<file path="src/tlik_pkg.sv">
`default_nettype none
package tlik_pkg;

	localparam int CordicSteps = 16;
	localparam int AngW = 26;
	localparam int VecW = 48;
	localparam int CfgIdxW = 1;

	localparam logic [CfgIdxW-1:0] REG_UPPER = 1'b0;
	localparam logic [CfgIdxW-1:0] REG_LOWER = 1'b1;

	localparam logic signed [AngW-1:0] DEG90_Q16 = 26'sd5898240;
	localparam logic signed [AngW-1:0] DEG180_Q16 = 26'sd11796480;

	typedef enum logic [3:0] {
		OP_NUM  = 4'b0001,
		OP_DIV  = 4'b0010,
		OP_SQRT = 4'b0100,
		OP_VEC  = 4'b1000
	} dp_op_t;

	typedef struct packed {
		logic  start;
		dp_op_t op;
		logic [1:0] vsel;
	} dp_cmd_t;

	typedef struct packed {
		logic busy;
	} dp_sts_t;

	function automatic logic [AngW-1:0] atan_lut(input logic [4:0] i);
		logic [AngW-1:0] r;
		case (i)
			5'd0: r = 26'd2949120;
			5'd1: r = 26'd1740967;
			5'd2: r = 26'd919879;
			5'd3: r = 26'd466945;
			5'd4: r = 26'd234379;
			5'd5: r = 26'd117305;
			5'd6: r = 26'd58665;
			5'd7: r = 26'd29335;
			5'd8: r = 26'd14668;
			5'd9: r = 26'd7334;
			5'd10: r = 26'd3667;
			5'd11: r = 26'd1833;
			5'd12: r = 26'd917;
			5'd13: r = 26'd458;
			5'd14: r = 26'd229;
			5'd15: r = 26'd115;
			5'd16: r = 26'd57;
			5'd17: r = 26'd29;
			5'd18: r = 26'd14;
			5'd19: r = 26'd7;
			5'd20: r = 26'd4;
			5'd21: r = 26'd2;
			5'd22: r = 26'd1;
			default: r = '0;
		endcase
		return r;
	endfunction

endpackage
`default_nettype wire

</file>
<file path="src/tlik_ctrl.sv">
`default_nettype none
module tlik_ctrl (
	input  wire logic clk,
	input  wire logic arst_n,
	input  wire logic go,
	input  wire logic [16:0] s_val,
	input  wire tlik_pkg::dp_sts_t sts,
	output tlik_pkg::dp_cmd_t cmd,
	output logic done
);
	import tlik_pkg::*;

	typedef enum logic [7:0] {
		S_IDLE = 8'b00000001,
		S_NUM  = 8'b00000010,
		S_DIV  = 8'b00000100,
		S_SQRT = 8'b00001000,
		S_EL   = 8'b00010000,
		S_T1   = 8'b00100000,
		S_T2   = 8'b01000000,
		S_DONE = 8'b10000000
	} state_t;

	state_t st_q;
	logic issued_q;

	always_ff @(posedge clk or negedge arst_n) begin
		if (!arst_n) begin
			st_q <= S_IDLE;
			issued_q <= 1'b0;
		end else begin
			if (cmd.start) issued_q <= 1'b1;
			case (st_q)
				S_IDLE: if (go) st_q <= S_NUM;
				S_NUM: begin st_q <= S_DIV; issued_q <= 1'b0; end
				S_DIV: if (issued_q && !sts.busy) begin st_q <= S_SQRT; issued_q <= 1'b0; end
				S_SQRT: if (issued_q && !sts.busy) begin st_q <= S_EL; issued_q <= 1'b0; end
				S_EL: if ((issued_q && !sts.busy) || (s_val == '0 && issued_q)) begin
					st_q <= S_T1; issued_q <= 1'b0;
				end
				S_T1: if (issued_q && !sts.busy) begin st_q <= S_T2; issued_q <= 1'b0; end
				S_T2: if (issued_q && !sts.busy) begin st_q <= S_DONE; issued_q <= 1'b0; end
				S_DONE: st_q <= S_IDLE;
				default: st_q <= S_IDLE;
			endcase
		end
	end

	always_comb begin
		cmd.start = 1'b0;
		cmd.op = OP_NUM;
		cmd.vsel = 2'd0;
		case (st_q)
			S_NUM: cmd.start = 1'b1;
			S_DIV: begin cmd.start = !issued_q; cmd.op = OP_DIV; end
			S_SQRT: begin cmd.start = !issued_q; cmd.op = OP_SQRT; end
			S_EL: begin cmd.start = !issued_q; cmd.op = OP_VEC; end
			S_T1: begin cmd.start = !issued_q; cmd.op = OP_VEC; cmd.vsel = 2'd1; end
			S_T2: begin cmd.start = !issued_q; cmd.op = OP_VEC; cmd.vsel = 2'd2; end
			default: ;
		endcase
		done = (st_q == S_DONE);
	end

endmodule
`default_nettype wire

</file>
<file path="config.mk">
export PLATFORM = sky130hd
export DESIGN_NAME = tlik_ctrl
export DESIGN_NICKNAME = d
export VERILOG_FILES = /design/src/tlik_pkg.sv /design/src/tlik_ctrl.sv
export SDC_FILE = /design/constraint.sdc
export NUM_CORES = 1
export LEC_CHECK = 0
export ABC_AREA = 1
export BUFFER_PORTS_ARGS = -buffer_cell sky130_fd_sc_hd__buf_2
export CORE_MARGIN = 1
export CORE_UTILIZATION = 41
export CTS_CLUSTER_DIAMETER = 80
export DETAILED_ROUTE_END_ITERATION = 10
export PLACE_DENSITY = 0.73
export SLEW_MARGIN = 20
export SYNTH_ARGS = -nofsm -noshare
export SYNTH_HDL_FRONTEND = slang
export SYNTH_SLANG_ARGS = --single-unit
</file>
<file path="constraint.sdc">
create_clock -name clk -period 1.3 [get_ports clk]
set_input_delay 0.26 -clock clk [delete_from_list [all_inputs] [get_ports clk]]
set_output_delay 0.26 -clock clk [all_outputs]
set_load 0.05 [all_outputs]
</file>
## Word level (Yosys, flattened, before mapping)

Index checks and enable logic that the tools add are counted.

- Muxes and demuxes: 14
- Eq/ne operators: 14
- Reduce and logical (&&, ||, !) cells: 10

Operators by type and width:

| operator | number |
|---|---|
| $pmux 8 s7 | 1 |
| $mux 8 | 6 |
| $logic_not 17->1 | 1 |
| $ne 2x2->1 const B | 6 |
| $pmux 4 s3 | 1 |
| $eq 8x1->1 const B | 1 |
| $eq 8x2->1 const B | 1 |
| $eq 8x3->1 const B | 1 |
| $eq 8x4->1 const B | 1 |
| $eq 8x5->1 const B | 1 |
| $eq 8x6->1 const B | 1 |
| $eq 8x7->1 const B | 1 |
| $eq 8x8->1 const B | 1 |
| $reduce_and 6->1 | 1 |
| $reduce_or 5->1 | 1 |
| $pmux 2 s2 | 1 |
| $reduce_or 4->1 | 1 |
| $mux 1 | 3 |
| $pmux 1 s3 | 1 |
| $reduce_or 3->1 | 1 |
| $logic_and 1x1->1 | 2 |
| $logic_not 1->1 | 2 |
| $pmux 1 s2 | 1 |
| $logic_or 1x1->1 | 1 |

- Flip-flop bits (word level): 9
- Bits of input ports: 21
- Output and inout port bits: 8
- Word-level logic and storage cells: 40

## Longest topological paths before layout

Gate-level depths: netlist (run 1).

- Word-level depth: 6
- Gate-level depth with buffers: 9
- Gate-level depth less buffers: 9

## Least setup slack after synthesis (run 1)

No wires, ideal clock.

- Kind: register to output
- From: register st_q[5]
- To: output port cmd[6] in the netlist's numbering
- Data required time: 1040 ps
- Slack: -960 ps
- Cell stages (with the launch flop): 8
- Path buffers: 0
- Data arrival time: 2000 ps
- Cells stage by stage: dfrtp_1 > nor2_4 > nand2_4 > nor2_4 > nor2_2 > nand2_4 > nor2_4 > o21ai_1

RTL lines:

| what | line | RTL |
|---|---|---|
| start: declaration | tlik_ctrl.sv:24 | `state_t st_q;` |
| start signal: assignment | tlik_ctrl.sv:29 | `st_q <= S_IDLE;` |
| start signal: assignment | tlik_ctrl.sv:34 | `S_IDLE: if (go) st_q <= S_NUM;` |
| start signal: assignment | tlik_ctrl.sv:35 | `S_NUM: begin st_q <= S_DIV; issued_q <= 1'b0; end` |
| end: declaration | tlik_ctrl.sv:8 | `output tlik_pkg::dp_cmd_t cmd,` |

==> reports/results.ini, run 1 <==
[outcome]
status = finished, violations left
violations = setup timing

[power_and_ir_drop]
combPwrFrac_pct = 62.7
power.switching_w = 0.000773
powerDensity_mw_per_mm2 = 1460
p_sw_share_pct = 44.4
power_frac_clock_pct = 11.7
peakVddDrop_v = 0.00125
totalPowerFinal_w = 0.00174
p_leak_nw = 0.614
p_int_w = 0.000967
power_frac_seq_pct = 25.6

[cts]
clock_latency_ns = 0.25
cts_max_level = 1
cts-buffers-inserted = 3
clockBufferDepth = 2
root_buffer = clkbuf_4
clkTransAtPathRegs_ns = 0.06
cts.sinks = 9
cts_tree = yes

[place]
dp_slack_ns = -0.339
numPortBuffers = 28
dpl_cell_area_sq_um = 962
place_congestion = 0.825
hpwl_um = 1320

[route]
dr.pass1.iters = 4
dr_wl_met2_um = 1140
via_per_inst = 4.96
met3_length_um = 96
drc_errors = 0
routed.top_layer = met4
wirelength_um = 2080
wl_met1_um = 823
antenna_left = 0
wl_per_cell_um = 12.7
drtIter0Drc = 23
vias = 809

[layout]
nets = 169
drive_above_1_share_pct = 56.5
seqCellArea_sq_um = 226
syn2layout_area_growth_pct = 71.7
design_area_sq_mm = 0.00119
fillerInstances = 114
diodes = 0
final_util_pct = 77.2
multi_input_area_sq_um = 484

[timing]
tns_ns = -5.49
min_period_ns = 1.88
grt_setup_unrepaired = yes
clock-skew-final_ns = 0.000325
finalHoldViolations = 0
slew_viol_final = 0
tightest_slew_ns = 0.262
period_share_pct = 145
setup_ws_ns = -0.579
setup_violations = 16
clock.fmax_ghz = 0.532
max-slew-margin-rel_pct = 82.5

[synthesis]
synthTopCellsByArea = dfrtp_1 29%, nor2_4 15%, nor2_1 11%
syn_area_sq_um = 693
yosys.area.top_type = dfrtp_1
yosys_warnings = 0
netlist_instances = 93
post-synth-top-area-fraction_pct = 28.9
syn_nets = 114
syn_area_per_cell_sq_um = 7.45
synthDistinctLibCells = 18
synth-seq-area-share_pct = 32.7
ys_ff_latch = 9

[floorplan]
ios = 29
die_w_um = 43.1
row_count = 14
initial_utilization_pct = 45.0
core_sq_mm = 0.00154
die_h_um = 43.1
die_area_sq_mm = 0.00186

[grt]
grt_pass1_wl_um = 3060
grt_max_degree = 10
grt_overflow = 0
grt_usage_pct = 22.0
antenna_found_initial = 0
first_global_vias = 739

[min_path]
min_path_type = in -> reg
hold_depth = 3

[critical_path]
path_common_cell = nor2_4
cpMaxStageDelayCell = dfrtp_1
max_stage_delay_ns = 0.42
critPathCaptureType = output pin
crit_chain = nor2_4 > nand2_4 > nor2_4 > nor2_4 > nand2_4 > nor2_4 > o21ai_4 > buf_6
path_max_fanout = 3
critical_path_class = reg -> out
worstPathRequired_ns = 1.04
arrival_ns = 1.62
start_kind = flop
reg2regPathDepth = 8

[run]
cap_violations = 0

## power by group through the flow
| stage | Sequential (W) | Clock, W | Combinational, W |
|---|---|---|---|
| final | 0.000445 | 0.000204 | 0.00109 |
| after global routing | 0.000451 | 0.000227 | 0.00118 |
| after CTS | 0.000438 | 0.000211 | 0.000964 |
| after detailed placement | 0.000442 | 0 | 0.000840 |
| after global placement | 0.000441 | 0 | 0.000818 |
| after floorplan | 0.000433 | 0 | 0.000594 |
## flip-flops by register name (all words and copies together) (netlist names)
register / cells
st_q: 8
issued_q: 1
## what timing repair did
action / in CTS / in global routing
endpoints found under the setup margin: 16 / 16
pin swaps: 20 / 12
hold endpoints to repair: 8 / 0
hold buffers: 1 / 0
setup buffers: 5 / 9
cloned: 0 / 0
gates resized for setup: 27 / 9
## worst max-delay path, delay by kind of cell, from the launching register on
kind                   cells  cell delay, ns
and+or+nand+nor            6            0.66
DFF                        1            0.42
buffers and inverters      1            0.17
AOI/OAI and AO/OA          1            0.12
## worst paths after layout
| kind | startpoint | slack (ns) | endpoint |
|---|---|---|---|
| worst max register to register | st_q[2] | -0.27 | st_q[6] |
| worst min-delay path | go | 0.40 | st_q[0] |
| worst max-delay path | st_q[7] | -0.58 | cmd[6] |
| worst min register to register | issued_q | 0.63 | issued_q |
| max in group asynchronous | arst_n | 0.65 | st_q[0] |
| min in group asynchronous | arst_n | 0.41 | issued_q |
## cell type report
type / instances / area share [%]
clock buffers: 4 / 2.21
flip-flops and latches: 9 / 19.0
well taps: 16 / 1.68
repair buffers: 50 / 32.9
multi-input cells: 73 / 40.7
inverters: 11 / 3.47
## per-layer routing
metal | track usage (%) | vias to the layer above
li1 | - | 399
met1 | 25.9 | 372
met2 | 40.6 | 36
met3 | 2.55 | 2
met4 | 7.27 | 0
met5 | 0 | -
## layout by cell type (no fill, tap or decap), drive strengths merged
| cell type | instances |
|---|---|
| buf | 49 |
| nor2 | 31 |
| nand2 | 25 |
| inv | 11 |
| dfrtp | 8 |
| nand3 | 7 |
| nand4 | 5 |
| clkbuf | 4 |
| and2 | 2 |
| o21ai | 1 |
| and3 | 1 |
| nand3b | 1 |
| dlygate4sd3 | 1 |
| dfstp | 1 |
## synth_stat cells, drive strengths merged
library cell  number
inv               11
o21ai              1
nand3b             1
dfstp              1
and3               1
dfrtp              8
and2               2
nand2             25
nand3              7
nand4              5
nor2              31
## cell families (layout without fill, tap and decap cells)
group                  after synthesis  count (layout)  synth area share (%)
AO/OA/AOI/OAI                        1               1                 0.721
buffers and inverters               11              65                  5.96
flip-flops                           9               9                  32.7
AND/OR/NAND/NOR                     72              72                  60.7
## metrics by stage
stage | hold slack, ns | instances
global route | 0.416 | 163
floorplan | -0.0356 | 93
detailed placement | 0.117 | 148
CTS | 0.383 | 157
global placement | 0.120 | 148
finish | 0.402 | 163
No activity file was read; power rests on OpenSTA's default activity.
==> run 2, diff against run 1 <==
--- a/config.mk
+++ b/config.mk
@@ -5,13 +5,11 @@
 export SDC_FILE = /design/constraint.sdc
 export NUM_CORES = 1
 export LEC_CHECK = 0
-export ABC_AREA = 1
 export BUFFER_PORTS_ARGS = -buffer_cell sky130_fd_sc_hd__buf_2
-export CORE_MARGIN = 1
-export CORE_UTILIZATION = 41
+export CORE_UTILIZATION = 45
 export CTS_CLUSTER_DIAMETER = 80
 export DETAILED_ROUTE_END_ITERATION = 10
-export PLACE_DENSITY = 0.73
+export PLACE_DENSITY = 0.78
 export SLEW_MARGIN = 20
 export SYNTH_ARGS = -nofsm -noshare
 export SYNTH_HDL_FRONTEND = slang
==> constraint.sdc (replaced) <==
create_clock -name clk -period 2.25 [get_ports clk]
set_input_delay 0.45 -clock clk [delete_from_list [all_inputs] [get_ports clk]]
set_output_delay 0.45 -clock clk [all_outputs]
set_load 0.05 [all_outputs]
==> reports/results.ini, run 2 <==
[outcome]
status = finished, violations left
violations = setup timing

[timing]
period_share_pct = 118
tightest_slew_ns = 0.522
finalHoldViolations = 0
min_period_ns = 2.64
setup_ws_ns = -0.394
setup_violations = 3
clock.fmax_ghz = 0.378
tns_ns = -0.690
max-slew-margin-rel_pct = 64.9
slew_viol_final = 0
grt_setup_unrepaired = yes
clock-skew-final_ns = 0.00794

[layout]
largest_register_ffs = 8
final_cells = 126
syn2layout_area_growth_pct = 62.2
diodes = 0
reg.largest.list = st_q: 8 flops, issued_q: 1 flops
final_cell_mix = 22 x buf_2, 16 x buf_4, 8 x dfrtp_1
design_area_sq_um = 976
final_common_cell = buf_2
max_flop_register = st_q
fillerInstances = 74
drive_above_1_share_pct = 53.6
nets = 134

[critical_path]
worstPathRequired_ns = 1.80
cpMaxStageDelayCell = or4_4
arrival_ns = 2.19
path_max_fanout = 2
start_kind = flop
crit_chain = or4_4 > or3_4 > or3b_4 > o21ai_4 > buf_6
critical_path_class = reg -> out
max_stage_delay_ns = 0.55
r2r_slack_ns = 0.26
critPathCaptureType = output pin

[place]
dpl_cell_area_sq_um = 856
hpwl_um = 1270
dp_slack_ns = -0.237
placed_cells = 118
numPortBuffers = 28
place_congestion = 0.876

[synthesis]
syn_nets = 88
syn_area_per_cell_sq_um = 8.98
synth-seq-area-share_pct = 37.6
synthDistinctLibCells = 34
synth_edf_count = 0
ys_ff_latch = 9
synth_common_cells = 8 x dfrtp_1, 6 x inv_1, 5 x nor2_1, 5 x nor4_1, 5 x o21ai_0
ys.flop_type = dfrtp_1
yosysMostFrequentCell = dfrtp_1
synthTopCellsByArea = dfrtp_1 33%, nor4_1 5.2%, dfstp_2 4.4%
syn_area_sq_um = 602
async_reset_ff_share_pct = 100
yosys_warnings = 0
yosys.area.top_type = dfrtp_1
netlist_instances = 67
post-synth-top-area-fraction_pct = 33.3

[power_and_ir_drop]
p_int_w = 0.000489
power.switching_w = 0.000358
totalPowerFinal_w = 0.000847
p_leak_nw = 0.501
peakVddDrop_v = 0.000773
p_sw_share_pct = 42.3
powerDensity_mw_per_mm2 = 868
power_frac_clock_pct = 14.8
power_frac_seq_pct = 29.7
combPwrFrac_pct = 55.5

[route]
via_per_inst = 6.29
drc_errors = 0
vias = 793
dr.pass1.iters = 4
drtIter0Drc = 53
wl_per_cell_um = 18.4
antenna_left = 0
wirelength_um = 2320

[floorplan]
die_area_sq_mm = 0.00149
row_count = 12
core_sq_mm = 0.00117
die_w_um = 38.6
die_h_um = 38.6
initial_utilization_pct = 51.4
ios = 29

[min_path]
min_path_type = in -> async

[cts]
root_buffer = clkbuf_4
clkTransAtPathRegs_ns = 0.06
cts.sinks = 9
cts-buffers-inserted = 3
postCtsHoldBufs = 0
cts_max_level = 1
clock_latency_ns = 0.26
cts_tree = yes
clockBufferDepth = 2

[run]
cap_violations = 0

[grt]
antenna_found_initial = 0
first_global_vias = 668
grt_overflow = 0
grt_pass1_wl_um = 2790
grt_max_degree = 10
grt_usage_pct = 27.8

[run 2: changes by cell type in the layout (fill, tap and decap cells not counted), sizes merged, moves of 3 or more]
cell and delta:
buf -7, inv -5, nand2 -22, nand3 -6, nand4 -4, nor2 -26
nor3 +3, nor4 +5, o21ai +4, or4 +3
[run 2: logic make-up after synthesis]
group           Yosys count  share of synthesized area (%)
flops                     9                           37.6
mux                       1                           1.66
compound gates           14                           16.8
xor+xnor                  3                           4.37
buf+inv                   7                           4.37
simple gates             33                           35.1
[run 2: critical path: cells and delay by family (launching register included)]
kind	cells	cell delay, ns
buffers and inverters	1	0.18
AND/OR/NAND/NOR	3	1.31
flip-flops	1	0.37
AO/OA/AOI/OAI	1	0.08
[run 2: worst paths after layout]
kind / start / to / depth (start not counted)
worst max-delay path: st_q[7] / cmd[6] / 5
worst min-delay path: arst_n / issued_q / 1
worst max register to register: st_q[1] / st_q[5] / 5
worst min register to register: st_q[0] / st_q[0] / 1
max in group asynchronous: arst_n / st_q[0] / 1
min in group clk: go / st_q[1] / 3
[run 2: power groups by stage]
stage | Sequential, W | Combinational [W] | Clock, W
floorplan | 0.000246 | 0.000236 | 0
detailed placement | 0.000243 | 0.000383 | 0
CTS | 0.000240 | 0.000404 | 0.000125
global route | 0.000255 | 0.000499 | 0.000134
finish | 0.000252 | 0.000470 | 0.000125
global placement | 0.000242 | 0.000377 | 0
[run 2: through the flow]
| step | hold WS, ns | utilization [%] |
|---|---|---|
| 2_1_floorplan | 0.154 | - |
| 3_3_place_gp | 0.303 | 73.1 |
| 3_5_place_dp | 0.308 | 73.1 |
| 4_1_cts | 0.0286 | 77.7 |
| 5_1_grt | 0.0334 | 83.3 |
| 6_report | 0.0246 | 83.3 |
[run 2: final cells by class]
type / instances / area (sq um) / share of cell area (%)
Tap cell: 14 / 17.5 / 1.79
Inverter: 6 / 25.0 / 2.56
Sequential cell: 9 / 226 / 23.2
Timing Repair Buffer: 42 / 279 / 28.6
Multi-Input combinational cell: 51 / 402 / 41.2
Clock buffer: 4 / 26.3 / 2.69
[run 2: timing repair]
| item | 4_1_cts | 5_1_grt |
|---|---|---|
| pin swaps | 3 | 7 |
| endpoints found under the setup margin | 4 | 6 |
| hold endpoints to repair | 0 | 0 |
| cloned | 0 | 0 |
| setup buffers | 1 | 4 |
| gates resized for setup | 7 | 14 |
[run 2: per-layer routing]
| metal | global-route usage [%] | vias to the layer above | share of wire, % |
|---|---|---|---|
| li1 | - | 349 | - |
| met1 | 32.2 | 371 | 36 |
| met2 | 51.2 | 61 | 51 |
| met3 | 5.20 | 12 | 8.6 |
| met4 | 7.76 | 0 | 4.0 |
| met5 | 0 | - | 0 |
==> run 3, diff against run 2 <==
--- a/config.mk
+++ b/config.mk
@@ -9,7 +9,7 @@
 export CORE_UTILIZATION = 45
 export CTS_CLUSTER_DIAMETER = 80
 export DETAILED_ROUTE_END_ITERATION = 10
-export PLACE_DENSITY = 0.78
+export PLACE_DENSITY = 0.89
 export SLEW_MARGIN = 20
 export SYNTH_ARGS = -nofsm -noshare
 export SYNTH_HDL_FRONTEND = slang
==> reports/results.ini, run 3 (same netlist as run 2, synthesis figures left out) <==
[cts]
clkTransAtPathRegs_ns = 0.06
postCtsHoldBufs = 0
clockBufferDepth = 2
cts.sinks = 9
root_buffer = clkbuf_4
cts_max_level = 1
cts-buffers-inserted = 3
clock_latency_ns = 0.26
cts_tree = yes

[floorplan]
ios = 29
initial_utilization_pct = 51.4
core_sq_mm = 0.00117
die_h_um = 38.6
die_w_um = 38.6
row_count = 12
die_area_sq_mm = 0.00149

[timing]
clock.fmax_ghz = 0.383
setup_ws_ns = -0.362
max-slew-margin-rel_pct = 67.0
min_period_ns = 2.61
tightest_slew_ns = 0.491
grt_setup_unrepaired = yes
period_share_pct = 116
whs_ns = 0.0308
setup_violations = 3
finalHoldViolations = 0
clock-skew-final_ns = 0.00365
slew_viol_final = 0

[layout]
largest_register_ffs = 8
final_cell_mix = 24 x buf_2, 10 x buf_4, 7 x dfrtp_1, 6 x inv_1, 5 x nor2_1
final_common_cell = buf_2
reg.largest.list = st_q: 8 flops, issued_q: 1 flops
syn2layout_area_growth_pct = 53.6
design_area_sq_um = 925
final_util_pct = 79.0
nets = 129
max_flop_register = st_q
final_cells = 121
drive_above_1_share_pct = 49.5
diodes = 0

[critical_path]
endpoint = cmd[6]
arrival_ns = 2.16
critPathCaptureType = output pin
cp-startpoint = st_q[7]
worstReg2RegEnd = st_q[5]
start_kind = flop
worstPathRequired_ns = 1.80
r2r_start = st_q[3]
critical_path_class = reg -> out
r2r_slack_ns = 0.23
path_max_fanout = 2
reg2regPathDepth = 4

[place]
place_congestion = 0.846
dpl_cell_area_sq_um = 841
placed_cells = 116
numPortBuffers = 28
hpwl_um = 1340

[power_and_ir_drop]
powerDensity_mw_per_mm2 = 872
peakVddDrop_v = 0.000964
totalPowerFinal_w = 0.000806
p_leak_nw = 0.478

[grt]
grt_max_degree = 10
first_global_vias = 635
grt_pass1_wl_um = 2770
grt_usage_pct = 28.0
antenna_found_initial = 0
grt_overflow = 0

[outcome]
status = finished, violations left
violations = setup timing

[route]
via_per_inst = 6.14
drc_errors = 0
antenna_left = 0
wirelength_um = 1970
drtIter0Drc = 24
dr.pass1.iters = 4
vias = 743
wl_per_cell_um = 16.2

[min_path]
min_path_type = in -> async

[run]
cap_violations = 0

-- run 3: cell types whose count changed in the layout (fill, tap and decap cells not counted), sizes merged --
cell / change
buf: -6
clkbuf: +1
-- run 3: layout make-up --
class | instances | area [sq um]
fillers | 77 | 246
multi-input cells | 51 | 405
well taps | 14 | 17.5
flip-flops and latches | 9 | 228
repair buffers | 37 | 225
inverters | 6 | 22.5
clock buffers | 4 | 26.3
-- run 3: through the flow --
stage / setup TNS, ns / worst slack, ns
after CTS: -0.666 / -0.378
final: -0.811 / -0.362
after floorplan: -0.245 / -0.144
after global routing: -0.945 / -0.401
after detailed placement: -0.243 / -0.243
after global placement: -0.212 / -0.212
-- run 3: critical path: stages, from the launching register on --
cell and delay (ns):
dfrtp_1 0.38, or4_4 0.54, or3_4 0.34, or3b_4 0.40
o21ai_4 0.07, buf_6 0.17
-- run 3: worst min-delay path by stage --
stage	start	to	slack, ns	cells after the start
global placement	arst_n	st_q[2]	0.30	1
CTS	arst_n	st_q[2]	0.03	1
global route	arst_n	st_q[2]	0.04	1
floorplan	arst_n	issued_q	0.15	0
finish	arst_n	st_q[2]	0.03	1
detailed placement	arst_n	issued_q	0.31	1
-- run 3: routing by layer --
metal | routed length, um | up-vias | global-route usage (%)
li1 | - | 339 | -
met1 | 741 | 347 | 33.1
met2 | 1020 | 40 | 49.6
met3 | 99 | 17 | 2.89
met4 | 106 | 0 | 13.8
met5 | 0 | - | 0
-- run 3: repair_timing --
action,in CTS,in global routing
pin swaps,3,3
setup buffers,0,1
setup endpoints to repair,8,6
gates cloned,0,0
endpoints found under the hold margin,0,0
resized for setup,6,7
-- run 3: power by group --
part / leakage (nW) / internal, W / total, W / switching, W
sequential: 0.118 / 0.000203 / 0.000261 / 0.0000576
combinational: 0.345 / 0.000190 / 0.000421 / 0.000230
clock: 0.0150 / 0.0000683 / 0.000125 / 0.0000563
total: 0.478 / 0.000462 / 0.000806 / 0.000344
